### config.mk
export PLATFORM = sky130hd
export DESIGN_NAME = sggl_log
export DESIGN_NICKNAME = d
export VERILOG_FILES = /design/src/sggl_pkg.sv /design/src/sggl_log.sv
export SDC_FILE = /design/constraint.sdc
export NUM_CORES = 2
export LEC_CHECK = 0
export ABC_AREA = 0
export BUFFER_PORTS_ARGS = -buffer_cell sky130_fd_sc_hd__buf_4
export CAP_MARGIN = 40
export CORE_ASPECT_RATIO = 1.2
export CORE_MARGIN = 10
export CORE_UTILIZATION = 55
export CTS_BUF_LIST = sky130_fd_sc_hd__clkbuf_8
export DETAILED_ROUTE_END_ITERATION = 7
export PLACE_DENSITY = 0.71
export SYNTH_ARGS = -nofsm -noshare
export SYNTH_HDL_FRONTEND = slang
export SYNTH_SLANG_ARGS = --single-unit
### constraint.sdc
create_clock -name clk -period 19.2 [get_ports clk]
set_input_delay 1.92 -clock clk [delete_from_list [all_inputs] [get_ports clk]]
set_output_delay 1.92 -clock clk [all_outputs]
set_load 0.01 [all_outputs]
### src/sggl_pkg.sv
// ----------------------------------------------------------------------------
// sggl_pkg
// Shared types and constants of the scaled Gaussian log likelihood block.
// ----------------------------------------------------------------------------
package sggl_pkg;

	localparam int MAG_W   = 24;
	localparam int VAR_W   = 32;
	localparam int SCALE_W = 24;
	localparam int V_W     = 56;
	localparam int R2_W    = 48;
	localparam int Q_W     = 50;
	localparam int LN_W    = 24;
	localparam int SUM_W   = 48;

	localparam logic [SCALE_W-1:0] SCALE_RESET = 24'd65536;
	localparam logic [Q_W-1:0]     QCAP        = 50'h2_0000_0000_0000;
	localparam logic [31:0]        LN2_Q32     = 32'd2977044472;
	localparam logic [LN_W-1:0]    LNOFS_Q16   = 24'd1969153;

	typedef enum logic [5:0] {
		ST_IDLE = 6'b000001,
		ST_MULV = 6'b000010,
		ST_MULR = 6'b000100,
		ST_WAIT = 6'b001000,
		ST_ACC  = 6'b010000,
		ST_FIN  = 6'b100000
	} top_state_t;

	typedef enum logic [3:0] {
		LG_IDLE = 4'b0001,
		LG_NORM = 4'b0010,
		LG_SQR  = 4'b0100,
		LG_LN   = 4'b1000
	} log_state_t;

	typedef struct packed {
		logic start;
	} unit_ctrl_t;

	typedef struct packed {
		logic busy;
	} unit_stat_t;

endpackage

### src/sggl_log.sv
// ----------------------------------------------------------------------------
// sggl_log
// ln(2*pi*V*2^-46) in Q16: normalize by single shifts, then sixteen squaring
// steps and a final multiply by ln 2, all on one 32x32 multiplier.
// ----------------------------------------------------------------------------
module sggl_log import sggl_pkg::*; (
	input  logic                   clk,
	input  logic                   arst_n,
	input  unit_ctrl_t             ctrl,
	input  logic [V_W-1:0]         v,
	output unit_stat_t             stat,
	output logic signed [LN_W-1:0] ln_term
);

	log_state_t state_q;
	logic [V_W-1:0]         n_q;
	logic [5:0]             e_q;
	logic [15:0]            f_q;
	logic [3:0]             cnt_q;
	logic [31:0]            m_q;
	logic signed [LN_W-1:0] ln_q;

	logic [31:0] mul_a;
	logic [31:0] mul_b;
	logic [63:0] prod;
	logic [32:0] sq;
	logic [63:0] ln_rnd;

	always_comb begin
		if (state_q == LG_LN) begin
			mul_a = {10'b0, e_q, f_q};
			mul_b = LN2_Q32;
		end else begin
			mul_a = m_q;
			mul_b = m_q;
		end
	end

	assign prod   = mul_a * mul_b;
	assign sq     = prod[63:31];
	assign ln_rnd = prod + 64'h8000_0000;

	always_ff @(posedge clk or negedge arst_n) begin
		if (!arst_n) begin
			state_q <= LG_IDLE;
			cnt_q   <= '0;
		end else begin
			case (state_q)
				LG_IDLE: begin
					if (ctrl.start) begin
						state_q <= LG_NORM;
					end
				end
				LG_NORM: begin
					if (n_q[V_W-1]) begin
						state_q <= LG_SQR;
						cnt_q   <= '0;
					end
				end
				LG_SQR: begin
					cnt_q <= cnt_q + 4'd1;
					if (cnt_q == 4'd15) begin
						state_q <= LG_LN;
					end
				end
				LG_LN: begin
					state_q <= LG_IDLE;
				end
				default: begin
					state_q <= LG_IDLE;
				end
			endcase
		end
	end

	always_ff @(posedge clk) begin
		case (state_q)
			LG_IDLE: begin
				if (ctrl.start) begin
					n_q <= v;
					e_q <= 6'(V_W - 1);
					f_q <= '0;
				end
			end
			LG_NORM: begin
				if (n_q[V_W-1]) begin
					m_q <= n_q[V_W-1 -: 32];
				end else begin
					n_q <= {n_q[V_W-2:0], 1'b0};
					e_q <= e_q - 6'd1;
				end
			end
			LG_SQR: begin
				f_q <= {f_q[14:0], sq[32]};
				m_q <= sq[32] ? sq[32:1] : sq[31:0];
			end
			LG_LN: begin
				ln_q <= $signed({2'b0, ln_rnd[53:32]}) - $signed(LNOFS_Q16);
			end
			default: begin
			end
		endcase
	end

	assign stat.busy = (state_q != LG_IDLE);
	assign ln_term   = ln_q;

endmodule

# Word level (Yosys, flattened, before mapping)
# Index checks and enable logic that the tools add are counted.
# totals
register_bits,142
wordCells,50
# op_classes
addsub,4
multipliers,1
eq_ne,10
muxes,19
reduce_logical,8
# ops
op,count
two-way mux 32 bit,4
two-way mux 56 bit,2
one-hot mux 56 bit (2 select lines),1
multiplier 32 x 32 -> 64 bit,1
one-hot mux 32 bit (2 select lines),1
adder 54 x 32 -> 54 bit (second input constant),1
one-hot mux 16 bit (2 select lines),1
subtractor 22 x 21 -> 23 bit (second input constant),1
two-way mux 16 bit,1
two-way mux 4 bit,4
two-way mux 6 bit,2
one-hot mux 4 bit (3 select lines),1
one-hot mux 6 bit (2 select lines),1
equality test 4 bit (second input constant),2
inequality test 2 bit (second input constant),4
one-hot mux 4 bit (2 select lines),1
AND reduction 2 bit,3
AND reduction 3 bit,2
nonzero test 2 bit,3
subtractor 6 x 1 -> 6 bit (second input constant),1
adder 4 x 1 -> 4 bit (second input constant),1
equality test 4 x 1 -> 1 bit (second input constant),1
equality test 4 x 2 -> 1 bit (second input constant),1
equality test 4 x 3 -> 1 bit (second input constant),1
inequality test 4 x 1 -> 1 bit (second input constant),1

# Logic depth before layout (Yosys ltp)
# logic_depth
depth_word,5
ltp_mapped,41

# Worst setup path before layout
# No wires, ideal clock.
# synth_path
path_kind,flip-flop to flip-flop
startpoint,reg state_q[2]
endpoint,"reg ln_q[16], in the netlist ln_term[16], data pin"
arrival_ns,10.492
required_time_ns,18.942
setup_slack_ns,8.451
path_stages_with_launch,32
synth_period_minus_slack_ns,10.749
path_cell_list,dfrtp_1 > or4b_1 > buf_6 > inv_8 > clkbuf_1 > clkbuf_1 > buf_1 > a21oi_1 > fa_1 > fa_1 > fa_1 > fa_1 > fa_1 > inv_1 > fa_1 > fa_1 > fa_1 > ha_1 > nand2_1 > or3_1 > o311a_4 > a211oi_4 > ha_1 > clkbuf_1 > o2111ai_1 > nor4_2 > mux2i_1 > a21oi_1 > o32ai_1 > and2_1 > a21bo_2 > xnor2_1
# synth_via
elab_chain_cells,5
elab_cells_between_ends,6
# synth_rtl
item,line,rtl
"start, declared",sggl_log.sv:15,log_state_t state_q;
"start signal, assigned",sggl_log.sv:45,state_q <= LG_IDLE;
"start signal, assigned",sggl_log.sv:51,state_q <= LG_NORM;
"start signal, assigned",sggl_log.sv:56,state_q <= LG_SQR;
equality test 4 bit *,sggl_log.sv:30,if (state_q == LG_LN) begin
two-way mux 32 bit,sggl_log.sv:30,
multiplier 32 x 32 -> 64 bit *,sggl_log.sv:39,assign prod = mul_a * mul_b;
adder 54 x 32 -> 54 bit *,sggl_log.sv:41,assign ln_rnd = prod + 64'h8000_0000;
subtractor 22 x 21 -> 23 bit *,sggl_log.sv:98,"ln_q <= $signed({2'b0, ln_rnd[53:32]}) - $signed(LNOFS_Q16);"
"end signal, assigned",sggl_log.sv:98,
"end, declared",sggl_log.sv:21,logic signed [LN_W-1:0] ln_q;
# Mark *: on every way between the ends. The rest lies on a longest branch, timed or not.
# A chain may end at the register's enable or synchronous reset.

# Final worst setup path
# Ends and elaborated chain as after synthesis.

==> key figures <==
Critical path
  – R2R Setup Slk: 6.32 ns
  – Crit path DAT: 13.11 ns
  – CP Capture Type: register
  – Worst stage delay on the critical path: 0.88 ns
  – Crit path kind: register to register
  – Worst-case reg-to-reg path depth: 29
  – CP Data Required Time: 19.43 ns
  – Critical path endpoint: ln_term[16]
  – CP max-delay cell: nor2_1
  – RR Startpoint: state_q[2]
  – Critical Path Fanout Max: 87
  – Worst setup startpoint: state_q[2]
  – Startpoint types: register
  – Worst reg2reg endpoint: ln_term[16]
  – Worst path most repeated cell: fa_1

Run status
  – Status: complete, no violations

Logic synthesis
  – Average size of a mapped cell: 8.98 um^2
  – Prevailing post-synth register cell: edfxtp_1
  – Number of synthesized flops with an enable pin: 133
  – Top-area cell type share of the netlist area: 44.5%
  – Async set-reset flop share out of synthesis: 5.67%
  – Flops & latches, synth: 141
  – Netlist cell types: 87
  – Most frequent cell after synthesis: inv_1
  – Top post-synthesis cells by area: fa_1, edfxtp_1, inv_1, ha_1, nand2_1
  – Post-synth top cells: inv_1, fa_1, nand2_1
  – Area leader, netlist: fa_1
  – Synth warn: 0
  – Syn nets: 5688
  – Synthesized area: 40200 um^2
  – Synth Instances: 4472
  – Sequential-to-total area share from yosys stat: 10.4%

Timing
  – Worst slew pin tran: 1.03 ns
  – Unrepaired setup endpoints after global routing: false
  – Setup Viol. Count Final: 0
  – Relative slew slack: 31.2%
  – Hold Fails Final Rpt: 0
  – Worst Skew: 0.0302 ns
  – Final Cycle Share: 67.1%
  – Final Critical Period: 12.88 ns
  – Fin. max-slew vios: 0
  – FMAX: 77.6 MHz
  – Setup TNS: 0 ns

Clocking
  – Clock sink total: 141
  – CTS H-tree depth: 4
  – Bufs on Longest Clock Path: 2
  – Cts bufs inserted: 17
  – Hold buffer count at cts: 0
  – Root Buffer: clkbuf_8
  – Cts repair resizes: 0
  – Worst-Skew Late Latency: 0.49 ns
  – CTS tree: done
  – Clock slew seen by the registers of the worst setup and hold paths: 0.09 ns
  – Post-CTS Setup Bufs: 0

Global routing
  – GR Util met1: 37.3%
  – GRT met3 Usage: 5.93%
  – Antenna violations before repair: 7
  – GR Util met2: 50.6%
  – GRT Total Usage: 31.3%
  – First-pass GRT wire length: 198000 um
  – Remaining Overflow, GRT: 0
  – Most Crowded Layer GR: met2
  – Largest net degree at the start of global routing: 88
  – Vias in the first global route: 33600

Min path
  – Hold Crit Depth: 1
  – Hold wc startpoint: cnt_q[2]
  – Worst hold path class: register to register

Detailed routing
  – Routed via count: 31600
  – DR iter-0 viols: 3184
  – Drt wl/cell: 24.1 um
  – Via density: 5.89
  – Drt total wl: 129000 um
  – First-pass DRT Iterations: 6
  – # DRC: 0
  – Post-DRT Antenna Nets: 0

Cells and area
  – Layout cells sized above 1: 6.06%
  – Post-route cell area: 42100 um^2
  – Layout net count: 5629
  – Synth-to-layout area growth: 4.82%
  – Core Util, Final: 58.1%

Die
  – Die width: 267 um
  – Initial Util: 55.5%
  – Die Ht: 316 um
  – Num ports: 84
  – Rows: 108
  – Die area: 84300 um^2
  – Core Box Area: 72400 um^2

Place
  – Final Wtd Congestion: 1.00
  – HPWL after DPL: 101000 um
  – Placed Area: 41700 um^2
  – PortBufs: 83

Run
  – Max Cap Violations: 0
==> cell type report <==
cell class | instances | area (um^2)
tap | 935 | 1170
multi-input combinational | 3072 | 31300
sequential | 141 | 4200
clock inverter | 15 | 148
timing repair buffer | 164 | 1270
clock buffer | 17 | 234
inverter | 1017 | 3820
fill | 6463 | 30300
antenna | 2 | 5.00
==> flip-flops by register name (all words and copies together), names as in the netlist <==
name / flops
n_q: 56
m_q: 32
ln_term: 23
f_q: 16
e_q: 6
cnt_q: 4
state_q: 4
==> per-stage QoR <==
step | setup WS (ns) | hold slack, ns | instances
2_1_floorplan | 8.45 | 0.464 | 4472
3_3_place_gp | 6.64 | 0.502 | 5319
3_5_place_dp | 6.68 | 0.503 | 5329
4_1_cts | 6.61 | 0.521 | 5361
5_1_grt | 6.03 | 0.556 | 5362
6_report | 6.32 | 0.523 | 5363
==> critical path: cells and delay by family (launching register included) <==
kind | cells | cell delay (ns)
buffers and inverters | 3 | 0.63
adders and majority gates | 10 | 5.07
AOI/OAI and AO/OA | 6 | 1.93
muxes | 1 | 0.27
and+or+nand+nor | 8 | 4.11
xor gates and xnor gates | 1 | 0.13
DFF | 1 | 0.44
==> how the worst min path moves through the flow <==
| stage | end | slack, ns |
|---|---|---|
| after CTS | cnt_q[2] | 0.52 |
| after floorplan | cnt_q[2] | 0.46 |
| after global placement | cnt_q[2] | 0.50 |
| after global routing | cnt_q[2] | 0.56 |
| after detailed placement | cnt_q[2] | 0.50 |
| final | cnt_q[2] | 0.52 |
==> cells by family after synthesis <==
logic type                 share of synthesized area (%)
AOI/OAI and AO/OA                                   5.35
xor gates and xnor gates                            1.37
adders and majority gates                           52.7
buffers and inverters                               11.8
DFF                                                 10.4
muxes                                              0.707
and+or+nand+nor                                     17.6
==> cell usage in the layout (no fill, tap or decap), drive strengths merged, types with 7 or more instances in the layout <==
master     n
or2       40
inv     1023
buf      164
o21bai    10
ha       264
nand2b    22
or3        9
nor4       8
dfrtp      7
o21ai     93
a211o      7
fa       893
xor2      20
clkbuf    17
nand4     25
xnor2     43
nor2b     12
clkinv     8
a211oi    12
and2      65
a31oi      9
nand3b    58
o21a      14
a21o      15
nand2    691
nor2     255
edfxtp   133
o211ai    13
o22ai      8
nor3      29
nand3     27
mux2i     25
a21oi    103
and3     225
==> per-layer routing <==
metal	wire length, um	part of all wire (%)
met1	44800	35
met2	59800	46
met3	12800	9.9
met4	11700	9.1
met5	44	0.034
Power is not shown: default switching activity piles up to over one toggle a cycle in this logic, so the estimate is an artifact.
